[config.mk]
export PLATFORM = sky130hd
export DESIGN_NAME = fuzzy_max_min_composition
export DESIGN_NICKNAME = d
export VERILOG_FILES = /design/src/hw/rtl/fmmc_pkg.sv /design/src/hw/rtl/fmmc_ram.sv /design/src/hw/rtl/fmmc_front.sv /design/src/hw/rtl/fmmc_back.sv /design/src/hw/rtl/fuzzy_max_min_composition.sv
export SDC_FILE = /design/constraint.sdc
export NUM_CORES = 1
export LEC_CHECK = 0
export BUFFER_PORTS_ARGS = -buffer_cell sky130_fd_sc_hd__clkbuf_2
export CAP_MARGIN = 20
export CORE_MARGIN = 10
export CORE_UTILIZATION = 50
export CTS_BUF_LIST = sky130_fd_sc_hd__clkbuf_16
export DETAILED_ROUTE_END_ITERATION = 7
export GPL_TIMING_DRIVEN = 1
export PLACE_DENSITY = 0.76
export RECOVER_POWER = 100
export SLEW_MARGIN = 10
export SYNTH_ARGS = -nofsm -noshare
export SYNTH_HDL_FRONTEND = slang
export SYNTH_SLANG_ARGS = --single-unit
[constraint.sdc]
create_clock -name clk -period 4.39 [get_ports clk]
set_input_delay 0.439 -clock clk [delete_from_list [all_inputs] [get_ports clk]]
set_output_delay 0.439 -clock clk [all_outputs]
set_load 0.01 [all_outputs]
[src/hw/rtl/fmmc_pkg.sv]
// Shared types, codes and defaults for the fuzzy max-min composition block.
`timescale 1ns / 1ps

package fmmc_pkg;

    localparam int DEFAULT_MATRIX_DIM = 8;
    localparam int DEFAULT_GRADE_BITS = 8;

    localparam int OP_W          = 2;
    localparam int IDX_FIELD_W   = 3;
    localparam int GRADE_FIELD_W = 8;
    localparam int SIZE_W        = 4;

    localparam logic [SIZE_W-1:0] SIZE_RESET = 4'd8;

    localparam logic [OP_W-1:0] OP_LOAD_LEFT  = 2'd0;
    localparam logic [OP_W-1:0] OP_LOAD_RIGHT = 2'd1;
    localparam logic [OP_W-1:0] OP_COMPUTE    = 2'd2;

    localparam int QUEUE_DEPTH = 4;

    // One queued command from the front end to the back end
    typedef struct packed {
        logic                     compute;
        logic                     right;
        logic [IDX_FIELD_W-1:0]   row;
        logic [IDX_FIELD_W-1:0]   col;
        logic [GRADE_FIELD_W-1:0] grade;
    } cmd_t;

endpackage

[src/hw/rtl/fmmc_ram.sv]
// Generic single-write, single-read RAM with registered read data.
`timescale 1ns / 1ps

module fmmc_ram #(
    parameter int WIDTH = 8,
    parameter int DEPTH = 64
) (
    input  logic                                      clk,
    input  logic                                      we,
    input  logic [(DEPTH > 1 ? $clog2(DEPTH) : 1)-1:0] waddr,
    input  logic [WIDTH-1:0]                          wdata,
    input  logic                                      re,
    input  logic [(DEPTH > 1 ? $clog2(DEPTH) : 1)-1:0] raddr,
    output logic [WIDTH-1:0]                          rdata
);

    logic [WIDTH-1:0] mem [DEPTH];
    logic [WIDTH-1:0] rdata_reg;

    always_ff @(posedge clk)
    begin
        if (we)
        begin
            mem[waddr] <= wdata;
        end
        // hold read data when no read is issued
        if (re)
        begin
            rdata_reg <= mem[raddr];
        end
    end

    assign rdata = rdata_reg;

endmodule

[src/hw/rtl/fmmc_front.sv]
// Front end: accepts input transactions, drops no-ops, queues commands.
`timescale 1ns / 1ps

module fmmc_front #(
    parameter int MATRIX_DIM = fmmc_pkg::DEFAULT_MATRIX_DIM
) (
    input  logic                                 clk,
    input  logic                                 rst_n,
    input  logic                                 in_valid,
    output logic                                 in_ready,
    input  logic [fmmc_pkg::OP_W-1:0]            operation,
    input  logic [fmmc_pkg::IDX_FIELD_W-1:0]     row,
    input  logic [fmmc_pkg::IDX_FIELD_W-1:0]     col,
    input  logic [fmmc_pkg::GRADE_FIELD_W-1:0]   grade,
    output logic                                 cmd_valid,
    input  logic                                 cmd_ready,
    output fmmc_pkg::cmd_t                       cmd
);

    import fmmc_pkg::*;

    localparam int PTR_W = (QUEUE_DEPTH > 1) ? $clog2(QUEUE_DEPTH) : 1;
    localparam int CNT_W = $clog2(QUEUE_DEPTH + 1);

    cmd_t             entry_reg [QUEUE_DEPTH];
    logic [PTR_W-1:0] wr_ptr_reg, wr_ptr_next;
    logic [PTR_W-1:0] rd_ptr_reg, rd_ptr_next;
    logic [CNT_W-1:0] count_reg, count_next;

    logic keep;
    logic in_range;
    logic push;
    logic pop;
    cmd_t new_cmd;

    assign in_range = (32'(row) < MATRIX_DIM) && (32'(col) < MATRIX_DIM);

    // out-of-range loads and the unused code are accepted and dropped here
    always_comb
    begin
        new_cmd.row   = row;
        new_cmd.col   = col;
        new_cmd.grade = grade;
        unique case (operation)
            OP_LOAD_LEFT:
            begin
                keep            = in_range;
                new_cmd.compute = 1'b0;
                new_cmd.right   = 1'b0;
            end
            OP_LOAD_RIGHT:
            begin
                keep            = in_range;
                new_cmd.compute = 1'b0;
                new_cmd.right   = 1'b1;
            end
            OP_COMPUTE:
            begin
                keep            = 1'b1;
                new_cmd.compute = 1'b1;
                new_cmd.right   = 1'b0;
            end
            default:
            begin
                keep            = 1'b0;
                new_cmd.compute = 1'b0;
                new_cmd.right   = 1'b0;
            end
        endcase
    end

    assign in_ready  = (count_reg != CNT_W'(QUEUE_DEPTH));
    assign cmd_valid = (count_reg != '0);
    assign cmd       = entry_reg[rd_ptr_reg];

    assign push = in_valid && in_ready && keep;
    assign pop  = cmd_valid && cmd_ready;

    always_comb
    begin
        wr_ptr_next = wr_ptr_reg;
        rd_ptr_next = rd_ptr_reg;
        count_next  = count_reg;
        if (push)
        begin
            wr_ptr_next = (32'(wr_ptr_reg) == QUEUE_DEPTH - 1) ? '0 : wr_ptr_reg + 1'b1;
        end
        if (pop)
        begin
            rd_ptr_next = (32'(rd_ptr_reg) == QUEUE_DEPTH - 1) ? '0 : rd_ptr_reg + 1'b1;
        end
        if (push && !pop)
        begin
            count_next = count_reg + 1'b1;
        end
        else if (pop && !push)
        begin
            count_next = count_reg - 1'b1;
        end
    end

    always_ff @(posedge clk or negedge rst_n)
    begin
        if (!rst_n)
        begin
            wr_ptr_reg <= '0;
            rd_ptr_reg <= '0;
            count_reg  <= '0;
        end
        else
        begin
            wr_ptr_reg <= wr_ptr_next;
            rd_ptr_reg <= rd_ptr_next;
            count_reg  <= count_next;
        end
    end

    always_ff @(posedge clk)
    begin
        if (push)
        begin
            entry_reg[wr_ptr_reg] <= new_cmd;
        end
    end

endmodule

[src/hw/rtl/fmmc_back.sv]
// Back end: matrix stores, max-min sequencer and result register.
`timescale 1ns / 1ps

module fmmc_back #(
    parameter int MATRIX_DIM = fmmc_pkg::DEFAULT_MATRIX_DIM,
    parameter int GRADE_BITS = fmmc_pkg::DEFAULT_GRADE_BITS
) (
    input  logic                                 clk,
    input  logic                                 rst_n,
    input  logic                                 cmd_valid,
    output logic                                 cmd_ready,
    input  fmmc_pkg::cmd_t                       cmd,
    input  logic [fmmc_pkg::SIZE_W-1:0]          size_in_use,
    output logic                                 out_valid,
    input  logic                                 out_ready,
    output logic [fmmc_pkg::IDX_FIELD_W-1:0]     out_row,
    output logic [fmmc_pkg::IDX_FIELD_W-1:0]     out_col,
    output logic [fmmc_pkg::GRADE_FIELD_W-1:0]   out_grade,
    output logic                                 last
);

    import fmmc_pkg::*;

    localparam int CELLS  = MATRIX_DIM * MATRIX_DIM;
    localparam int IDX_W  = (MATRIX_DIM > 1) ? $clog2(MATRIX_DIM) : 1;
    localparam int ADDR_W = (CELLS > 1) ? $clog2(CELLS) : 1;

    logic             busy_reg, busy_next;
    logic [IDX_W-1:0] i_reg, i_next;
    logic [IDX_W-1:0] k_reg, k_next;
    logic [IDX_W-1:0] m_reg, m_next;
    logic [IDX_W-1:0] dlast_reg, dlast_next;

    logic             rd_valid_reg, rd_valid_next;
    logic             rd_first_reg, rd_first_next;
    logic             rd_last_reg, rd_last_next;
    logic             rd_end_reg, rd_end_next;
    logic [IDX_W-1:0] rd_i_reg, rd_i_next;
    logic [IDX_W-1:0] rd_k_reg, rd_k_next;

    logic [GRADE_BITS-1:0] acc_reg, acc_next;

    logic                     out_valid_reg, out_valid_next;
    logic [IDX_FIELD_W-1:0]   out_row_reg, out_row_next;
    logic [IDX_FIELD_W-1:0]   out_col_reg, out_col_next;
    logic [GRADE_FIELD_W-1:0] out_grade_reg, out_grade_next;
    logic                     out_last_reg, out_last_next;

    logic                  take;
    logic                  stall;
    logic                  issue;
    logic                  m_last, k_last, i_last;
    logic [IDX_W-1:0]      dlast_start;
    logic [ADDR_W-1:0]     waddr;
    logic [GRADE_BITS-1:0] wdata;
    logic                  we_left, we_right;
    logic [ADDR_W-1:0]     raddr_left, raddr_right;
    logic [GRADE_BITS-1:0] rdata_left, rdata_right;
    logic [GRADE_BITS-1:0] pair_min;
    logic [GRADE_BITS-1:0] running;

    // loads and computes never overlap, so the stores see no read-write clash
    assign cmd_ready = !busy_reg;
    assign take      = cmd_valid && cmd_ready;

    assign waddr    = ADDR_W'(IDX_W'(cmd.row)) * ADDR_W'(MATRIX_DIM) + ADDR_W'(IDX_W'(cmd.col));
    assign wdata    = GRADE_BITS'(cmd.grade);
    assign we_left  = take && !cmd.compute && !cmd.right;
    assign we_right = take && !cmd.compute && cmd.right;

    // clamp the size register to one..MATRIX_DIM, kept as the last index
    always_comb
    begin
        priority if (size_in_use == '0)
        begin
            dlast_start = '0;
        end
        else if (32'(size_in_use) > MATRIX_DIM)
        begin
            dlast_start = IDX_W'(MATRIX_DIM - 1);
        end
        else
        begin
            dlast_start = IDX_W'(size_in_use - 1'b1);
        end
    end

    // the final pair of a result must wait while the result register is held
    assign stall = rd_valid_reg && rd_last_reg && out_valid_reg && !out_ready;
    assign issue = busy_reg && !stall;

    assign m_last = (m_reg == dlast_reg);
    assign k_last = (k_reg == dlast_reg);
    assign i_last = (i_reg == dlast_reg);

    assign raddr_left  = ADDR_W'(i_reg) * ADDR_W'(MATRIX_DIM) + ADDR_W'(m_reg);
    assign raddr_right = ADDR_W'(m_reg) * ADDR_W'(MATRIX_DIM) + ADDR_W'(k_reg);

    fmmc_ram #(
        .WIDTH (GRADE_BITS),
        .DEPTH (CELLS)
    ) u_left_ram (
        .clk   (clk),
        .we    (we_left),
        .waddr (waddr),
        .wdata (wdata),
        .re    (issue),
        .raddr (raddr_left),
        .rdata (rdata_left)
    );

    fmmc_ram #(
        .WIDTH (GRADE_BITS),
        .DEPTH (CELLS)
    ) u_right_ram (
        .clk   (clk),
        .we    (we_right),
        .waddr (waddr),
        .wdata (wdata),
        .re    (issue),
        .raddr (raddr_right),
        .rdata (rdata_right)
    );

    assign pair_min = (rdata_left < rdata_right) ? rdata_left : rdata_right;
    assign running  = (rd_first_reg || pair_min > acc_reg) ? pair_min : acc_reg;

    always_comb
    begin
        busy_next     = busy_reg;
        i_next        = i_reg;
        k_next        = k_reg;
        m_next        = m_reg;
        dlast_next    = dlast_reg;
        rd_valid_next = rd_valid_reg;
        rd_first_next = rd_first_reg;
        rd_last_next  = rd_last_reg;
        rd_end_next   = rd_end_reg;
        rd_i_next     = rd_i_reg;
        rd_k_next     = rd_k_reg;
        acc_next      = acc_reg;

        out_valid_next = out_valid_reg && !out_ready;
        out_row_next   = out_row_reg;
        out_col_next   = out_col_reg;
        out_grade_next = out_grade_reg;
        out_last_next  = out_last_reg;

        if (take && cmd.compute)
        begin
            busy_next  = 1'b1;
            i_next     = '0;
            k_next     = '0;
            m_next     = '0;
            dlast_next = dlast_start;
        end

        // fold the pair held in the read stage into the running maximum
        if (rd_valid_reg && !stall)
        begin
            if (rd_last_reg)
            begin
                out_valid_next = 1'b1;
                out_row_next   = IDX_FIELD_W'(rd_i_reg);
                out_col_next   = IDX_FIELD_W'(rd_k_reg);
                out_grade_next = GRADE_FIELD_W'(running);
                out_last_next  = rd_end_reg;
            end
            else
            begin
                acc_next = running;
            end
        end

        if (!stall)
        begin
            rd_valid_next = issue;
        end

        if (issue)
        begin
            rd_first_next = (m_reg == '0);
            rd_last_next  = m_last;
            rd_end_next   = m_last && k_last && i_last;
            rd_i_next     = i_reg;
            rd_k_next     = k_reg;
            if (m_last)
            begin
                m_next = '0;
                if (k_last)
                begin
                    k_next = '0;
                    if (i_last)
                    begin
                        busy_next = 1'b0;
                    end
                    else
                    begin
                        i_next = i_reg + 1'b1;
                    end
                end
                else
                begin
                    k_next = k_reg + 1'b1;
                end
            end
            else
            begin
                m_next = m_reg + 1'b1;
            end
        end
    end

    always_ff @(posedge clk or negedge rst_n)
    begin
        if (!rst_n)
        begin
            busy_reg      <= 1'b0;
            rd_valid_reg  <= 1'b0;
            out_valid_reg <= 1'b0;
        end
        else
        begin
            busy_reg      <= busy_next;
            rd_valid_reg  <= rd_valid_next;
            out_valid_reg <= out_valid_next;
        end
    end

    always_ff @(posedge clk)
    begin
        i_reg         <= i_next;
        k_reg         <= k_next;
        m_reg         <= m_next;
        dlast_reg     <= dlast_next;
        rd_first_reg  <= rd_first_next;
        rd_last_reg   <= rd_last_next;
        rd_end_reg    <= rd_end_next;
        rd_i_reg      <= rd_i_next;
        rd_k_reg      <= rd_k_next;
        acc_reg       <= acc_next;
        out_row_reg   <= out_row_next;
        out_col_reg   <= out_col_next;
        out_grade_reg <= out_grade_next;
        out_last_reg  <= out_last_next;
    end

    assign out_valid = out_valid_reg;
    assign out_row   = out_row_reg;
    assign out_col   = out_col_reg;
    assign out_grade = out_grade_reg;
    assign last      = out_last_reg;

endmodule

[src/hw/rtl/fuzzy_max_min_composition.sv]
// Top level of the fuzzy max-min composition block: size register and the two halves.
`timescale 1ns / 1ps

// Load transactions write one grade into the left or right matrix and pass
// through a four-entry command queue, one per cycle while the queue has room;
// loads with row or col at or beyond MATRIX_DIM and the unused operation code
// are taken and dropped. A compute emits d*d results in row-major order, d
// being size_in_use clamped to 1..MATRIX_DIM, and flags the final one with
// last. Each result is built by stepping m from 0 to d-1, reading one left
// and one right grade per cycle from the two matrix RAMs except while a low
// out_ready holds the result register, so a compute occupies the back end
// until it has issued every read. Commands queued behind a compute wait for
// it to finish. The matrices are not cleared by reset; compute only over
// entries already loaded. Write the size register only while the block is idle.
module fuzzy_max_min_composition #(
    parameter int MATRIX_DIM = fmmc_pkg::DEFAULT_MATRIX_DIM,
    parameter int GRADE_BITS = fmmc_pkg::DEFAULT_GRADE_BITS
) (
    input  logic                                 clk,
    input  logic                                 rst_n,
    input  logic                                 cfg_valid,
    output logic                                 cfg_ready,
    input  logic [fmmc_pkg::SIZE_W-1:0]          cfg_data,
    input  logic                                 in_valid,
    output logic                                 in_ready,
    input  logic [fmmc_pkg::OP_W-1:0]            operation,
    input  logic [fmmc_pkg::IDX_FIELD_W-1:0]     row,
    input  logic [fmmc_pkg::IDX_FIELD_W-1:0]     col,
    input  logic [fmmc_pkg::GRADE_FIELD_W-1:0]   grade,
    output logic                                 out_valid,
    input  logic                                 out_ready,
    output logic [fmmc_pkg::IDX_FIELD_W-1:0]     out_row,
    output logic [fmmc_pkg::IDX_FIELD_W-1:0]     out_col,
    output logic [fmmc_pkg::GRADE_FIELD_W-1:0]   out_grade,
    output logic                                 last
);

    import fmmc_pkg::*;

    logic [SIZE_W-1:0] size_reg, size_next;
    logic              cmd_valid;
    logic              cmd_ready;
    cmd_t              cmd;

    assign cfg_ready = 1'b1;

    always_comb
    begin
        size_next = size_reg;
        if (cfg_valid && cfg_ready)
        begin
            size_next = cfg_data;
        end
    end

    always_ff @(posedge clk or negedge rst_n)
    begin
        if (!rst_n)
        begin
            size_reg <= SIZE_RESET;
        end
        else
        begin
            size_reg <= size_next;
        end
    end

    fmmc_front #(
        .MATRIX_DIM (MATRIX_DIM)
    ) u_front (
        .clk       (clk),
        .rst_n     (rst_n),
        .in_valid  (in_valid),
        .in_ready  (in_ready),
        .operation (operation),
        .row       (row),
        .col       (col),
        .grade     (grade),
        .cmd_valid (cmd_valid),
        .cmd_ready (cmd_ready),
        .cmd       (cmd)
    );

    fmmc_back #(
        .MATRIX_DIM (MATRIX_DIM),
        .GRADE_BITS (GRADE_BITS)
    ) u_back (
        .clk         (clk),
        .rst_n       (rst_n),
        .cmd_valid   (cmd_valid),
        .cmd_ready   (cmd_ready),
        .cmd         (cmd),
        .size_in_use (size_reg),
        .out_valid   (out_valid),
        .out_ready   (out_ready),
        .out_row     (out_row),
        .out_col     (out_col),
        .out_grade   (out_grade),
        .last        (last)
    );

endmodule

Word level (Yosys, flattened, before mapping)
Memory sizes are Yosys's and may differ from the RTL's. A register that Yosys moved wholly into a read port is not among the register bits.
Index checks and enable logic that the tools add are counted.

storage, ports and cells
  register bits after elaboration = 58
  bits in writable memories = 1088
  input port bits = 25
  output and inout port bits = 18
  logic and storage cells = 115
  memories = 3

operators by class
  $add $sub $neg = 11
  magnitude comparators = 3
  equality and inequality tests = 8
  multiplexer cells = 34
  bitwise gates (word level) = 1
  reduce and logical (&&, ||, !) cells = 34

memory list
  name                    depth  width  read ports  clocked after Yosys merged registers in  wr ports  RTL line          RTL
  u_back.u_left_ram.mem   64     8      1           1                                        1         fmmc_ram.sv:17    logic [WIDTH-1:0] mem [DEPTH];
  u_back.u_right_ram.mem  64     8      1           1                                        1         fmmc_ram.sv:17
  u_front.entry_reg       4      16     1           0                                        1         fmmc_front.sv:25  cmd_t entry_reg [QUEUE_DEPTH];

operators by type and width
  operator                                                             count
  3-bit 2-to-1 mux                                                     15
  6-bit by 3-bit adder with 6-bit output                               3
  1-bit logical AND                                                    17
  8-bit 2-to-1 mux                                                     2
  1-bit 2-to-1 mux                                                     14
  3-bit by 1-bit adder with 3-bit output (second input constant)       4
  3-bit == test                                                        3
  8-bit greater-than comparator                                        1
  8-bit < comparator                                                   1
  1-bit logical NOT                                                    7
  2-bit == test (second input constant)                                3
  3-bit by 1-bit subtractor with 3-bit output (second input constant)  2
  2-bit by 1-bit adder with 2-bit output (second input constant)       2
  4-bit greater-than comparator (second input constant)                1
  4-bit logical NOT                                                    1
  2-bit 2-to-1 mux                                                     2
  2-bit case mux with 2 select lines                                   1
  2-bit AND reduction                                                  2
  2-bit nonzero test                                                   2
  3-bit logical NOT                                                    1
  3-bit != test (second input constant)                                1
  3-bit nonzero test                                                   1
  3-bit OR reduction                                                   1
  2-bit by 1-bit == test with 1-bit output (second input constant)     1
  other kinds (3)                                                      3

Depth between registers and ports, before layout
  depth after elaboration = 8
  depth in mapped cells = 13
  depth with buffers taken out = 13

By module
From an unflattened synthesis, not the netlist that was laid out.

second synthesis, totals
  cell total of the unflattened synthesis = 2202
  area, all modules = 45782.7 um^2

modules (own cells, without submodules)
  module                     times used  cells each  area an instance (um^2)
  fmmc_ram                   2           940         20246.9
  fmmc_front                 1           124         2770.2
  fmmc_back                  1           188         2361.0
  fuzzy_max_min_composition  1           10          157.7

Least setup slack after synthesis
OpenSTA, ideal clock, no wires.

  path kind = reg-to-reg
  from = reg u_back.u_left_ram.rdata_reg[5], in the netlist u_back.u_left_ram.rdata[5], read port of u_back.u_left_ram.mem
  to = reg u_back.acc_reg[1], data pin
  library setup time = 0.262 ns
  arrival time = 3.482 ns
  setup slack = 0.646 ns
  stages on the path, launching flop included = 13
  path buffers = 0
  period minus slack after synthesis = 3.744 ns
  path through = edfxtp_1 -> ha_1 -> a21o_1 -> a21o_1 -> a221oi_2 -> mux2_2 -> ha_1 -> a21o_1 -> a21o_1 -> a21oi_1 -> nor2_1 -> nor3_2 -> mux2_2

on the way
  cells in the longest elaborated chain, start to end = 5

ends and longest elaborated chain
  element                        RTL line          RTL
  from (decl)                    fmmc_ram.sv:18    logic [WIDTH-1:0] rdata_reg;
  8-bit < comparator             fmmc_back.sv:125  assign pair_min = (rdata_left < rdata_right) ? rdata_left : rdata_right;
  8-bit 2-to-1 mux *             fmmc_back.sv:125
  8-bit greater-than comparator  fmmc_back.sv:126  assign running = (rd_first_reg || pair_min > acc_reg) ? pair_min : acc_reg;
  1-bit logical OR               fmmc_back.sv:126
  8-bit 2-to-1 mux *             fmmc_back.sv:126
  via u_back.running[1]          fmmc_back.sv:60   logic [GRADE_BITS-1:0] running;
  to (signal assigned)           fmmc_back.sv:241  acc_reg <= acc_next;
  to (decl)                      fmmc_back.sv:41   logic [GRADE_BITS-1:0] acc_reg, acc_next;

Mark *: on every way through the listed nets, which the timed path passes. The rest lies on a longest branch.
A chain may end at the register's enable or synchronous reset.

Worst setup path after layout
  from = reg u_back.k_reg[1]
  to = reg u_back.u_right_ram.rdata_reg[6], in the netlist u_back.u_right_ram.rdata[6], read port of u_back.u_right_ram.mem, data pin

on the way
  cells in the longest elaborated chain, start to end = 1

ends and longest elaborated chain
  element                                 RTL line          RTL
  from (decl)                             fmmc_back.sv:30   logic [IDX_W-1:0] k_reg, k_next;
  from (signal assigned)                  fmmc_back.sv:233  k_reg <= k_next;
  6-bit by 3-bit adder with 6-bit output  fmmc_back.sv:97   assign raddr_right = ADDR_W'(m_reg) * ADDR_W'(MATRIX_DIM) + ADDR_W'(k_reg);
  to (decl)                               fmmc_ram.sv:18

Every way passes these cells.

==> metrics.md <==
| Metric | Value |
|---|---|
| CTS tree | `done` |
| Total power | `35.72 mW` |
| Inserted Diodes | `0` |
| Worst EP arrival | `4490 ps` |
| Buffers & Inverters on Critical Path | `1` |
| Die height | `between 300 and 400 um` |
| CTS Buffer Depth | `3` |
| Max-Cap Viols | `9` |
| I/O Buffers | `41` |
| Via density | `between 6 and 7` |
| Root buf cell | `clkbuf_16` |
| RSZ-0062 raised after global routing | `false` |
| Crit Path Category | `reg2reg` |
| Die Wd | `321.7 um` |
| HP Start | `cfg_valid` |
| Hold Crit Depth | `2` |
| Number of post-CTS setup repair buffers | `0` |
| CP startpoint kind | `flop` |
| Drt wl/cell | `28.46 um` |
| Worst Hold End | `size_reg[1]` |
| Final ANT Viol Nets | `0` |
| Synth Net Count | `2229` |
| Placed cell count | `3382` |
| Netlist Area Pre-Place | `45510 um^2` |
| Reg2reg end | `u_back.u_right_ram.rdata[6]` |
| Maximum clock rate | `237.7 MHz` |
| Status | `complete, but fails checks` |
| Worst-Margin Slew | `slightly above 2000 ps` |
| Crit path max-delay cell type | `dfxtp_1` |
| DP HPWL | `61.83 mm` |
| Placeable core area | `90150 um^2` |
| Most frequent cells after synthesis | `edfxtp_1 (1142), mux4_2 (282), nor2_1 (155)` |
| NumNets Final | `between 2000 and 2500` |
| Reg-to-reg setup timing slack | `around 180 ps` |
| Leakage power | `16.14 nW` |
| Number of global-route vias before repair | `23130` |
| Initial DRC count | `a little over 3000` |
| Final Hold Viols | `0` |
| Top-count cell post-synth | `edfxtp_1` |
| CP Cell Sequence | `clkbuf_2, mux4_2, mux2i_1, nand3_1, o311ai_0, o21ai_0` |
| Final WL | `102.8 mm` |
| First-pass GRT wire length | `154.1 mm` |
| CTS sink cnt | `1162` |
| Pwr per Cell Area | `696.2 nW/um^2` |
| Fraction of layout cells with a size suffix above 1 | `between 20 and 25%` |
| Synth top area share | `around three quarters` |
| Synth cell types | `61` |
| Failing checks | `capacitance limit, slew limit` |
| Area grow syn2layout | `12.74%` |
| Worst-Skew Late Latency | `700 ps` |
| Via Count | `22590` |
| H-tree Lvls | `3` |
| Seq/Total Area, Yosys | `76.39%` |
| CTS buffer count | `110` |
| Fin cells | `3612` |
| Post-route minimum period | `approximately 4200 ps` |
| Worst R2R Path Depth | `6` |
| Number of remaining DRC errors | `0` |
| Hold WS | `46.46 ps` |
| Cell family with most CP delay | `flip-flops` |
| Crit. End Element | `flop` |
| Final max-slew violation count | `around 560` |
| GR Util All Layers | `19.90%` |
| Largest net degree at the start of global routing | `102` |
| Initial Util | `50.48%` |
| Mapped Cells | `2177` |
| Dominant synthesized flop cell | `edfxtp_1` |
| Die ar. | `approximately 100000 um^2` |
| Rel. slew slack | `-34.39%` |
| Core Rows | `110` |
| Area contributors post-synth | `edfxtp_1 (75%), mux4_2 (14%), mux2i_1 (1.4%), nor2_1 (1.3%), dfrtp_1 (0.71%)` |
| Async S/R FF share, synth | `about 1.2%` |
| Clock slew at reported path FFs | `60 ps` |
| Syn_area_per_cell | `roughly 21 um^2` |
| Setup TNS | `0 ps` |
| Post-CTS Hold Buffers | `20` |
| Hold Crit Class | `in2reg` |
| Reg2Reg Launch Point | `u_back.k_reg[1]` |
| GR Overflow Total | `0` |
| Final setup vio count | `0` |
| First-pass iteration count of the detailed router | `7` |
| Final Cycle Share | `between 90% and 100%` |
| Clk_skew | `just over 50 ps` |
| Antenna violations before repair | `2` |
| Post-cts resize count | `0` |
| Io pins | `between 40 and 50` |
| Number of flops mapped to enable cells by yosys | `1142` |
| Slowest stage delay, CP | `approximately 1600 ps` |
| Synth warnings | `0` |
| Yosys reg bits | `1162` |
| Cell taking the most area after synthesis | `edfxtp_1` |
| Worst Path Required | `approximately 4700 ps` |
| Critical path peak fanout | `29` |
| Gpl congestion | `~0.87` |
| Fin util | `56.91%` |
| Peak VDD IR | `around 1.1 mV` |
final cells by class:
cell class | instances | area, um^2
fillers | 6293 | 38840
repair buffers | 162 | 1012
well taps | 1176 | 1471
clock inverters | 93 | 1040
multi-input cells | 865 | 10030
clock buffers | 113 | 2828
inverters | 41 | 153.9
flip-flops and latches | 1162 | 34770
stage by stage:
step | instance area, um^2 | setup WS, ps
after floorplan | 45510 | 645.8
after global placement | 47510 | 328.1
after detailed placement | 47510 | 249.0
after CTS | 51570 | 225.0
after global routing | 51310 | 4.559
final | 51310 | 183.7
worst max-delay path by stage:
stage	end	slack (ps)	depth (start not counted)	from
floorplan	u_back.acc_reg[1]	650	12	u_back.u_left_ram.rdata[5]
global placement	u_back.out_grade[6]	330	13	u_back.u_right_ram.rdata[5]
detailed placement	u_back.acc_reg[3]	250	13	u_back.u_right_ram.rdata[5]
CTS	u_back.acc_reg[5]	230	13	u_back.u_right_ram.rdata[5]
global route	u_back.acc_reg[7]	5	12	u_back.u_left_ram.rdata[5]
finish	u_back.u_right_ram.rdata[6]	180	6	u_back.k_reg[1]
power breakdown:
group	internal, mW	leakage, nW	switching, mW
logic	3.77	3.65	6.79
clock network	5.91	1.94	4.06
registers	14.7	10.5	0.457
total	24.4	16.1	11.3
layout by cell type (no fill, tap or decap), types with 5 or more instances in the layout:
cell           Yosys  final
mux2i_1           63     63
edfxtp_1        1142   1142
o221ai_1           7      7
buf_4             13     25
dfrtp_1           13     13
nor3_1             6      6
buf_12             0      8
bufinv_16          0     21
a221oi_1           9      9
nand2b_1           8      9
nand2_1           73     73
a22oi_1           12     12
o22ai_1            8      8
a21oi_1           27     27
a31oi_1            7      7
clkbuf_2           0     11
clkinv_1           4     25
dlygate4sd3_1      0     20
ha_1              26     26
clkbuf_16          0    113
clkinv_2           0     22
nand3_1           43     43
inv_1             36     51
a21o_1             7      7
nand4_1            5      5
mux4_2           282    281
mux2_2            26     22
xnor2_1           11     11
o21ai_0           20     21
nor2b_1           13     13
nor2_1           155    155
clkbuf_1          37     93
clkinvlp_4         0      7
o211ai_1          11     11
per-layer routing:
metal	part of all wire, %	track usage [%]	up-vias
met5	0.013	0	-
met4	3.6	7.173	2
met3	10	4.420	227
met2	49	31.74	1326
met1	38	26.88	11760
li1	-	-	9277
worst reg2reg max path, cell delays in order, from the launching register on:
cell and delay (ps):
dfxtp_1 1560, clkbuf_2 600, mux4_2 560, mux2i_1 410, nand3_1 130, o311ai_0 160, o21ai_0 400
cells by family after synthesis:
logic type	share of synthesized area, %
compound gates	1.848
xor+xnor	0.2502
fa+ha+maj	0.7588
buf+inv	1.553
flops	76.39
mux	15.98
other cells	0.008240
simple gates	3.206
Power figures use the tool's default switching activity.
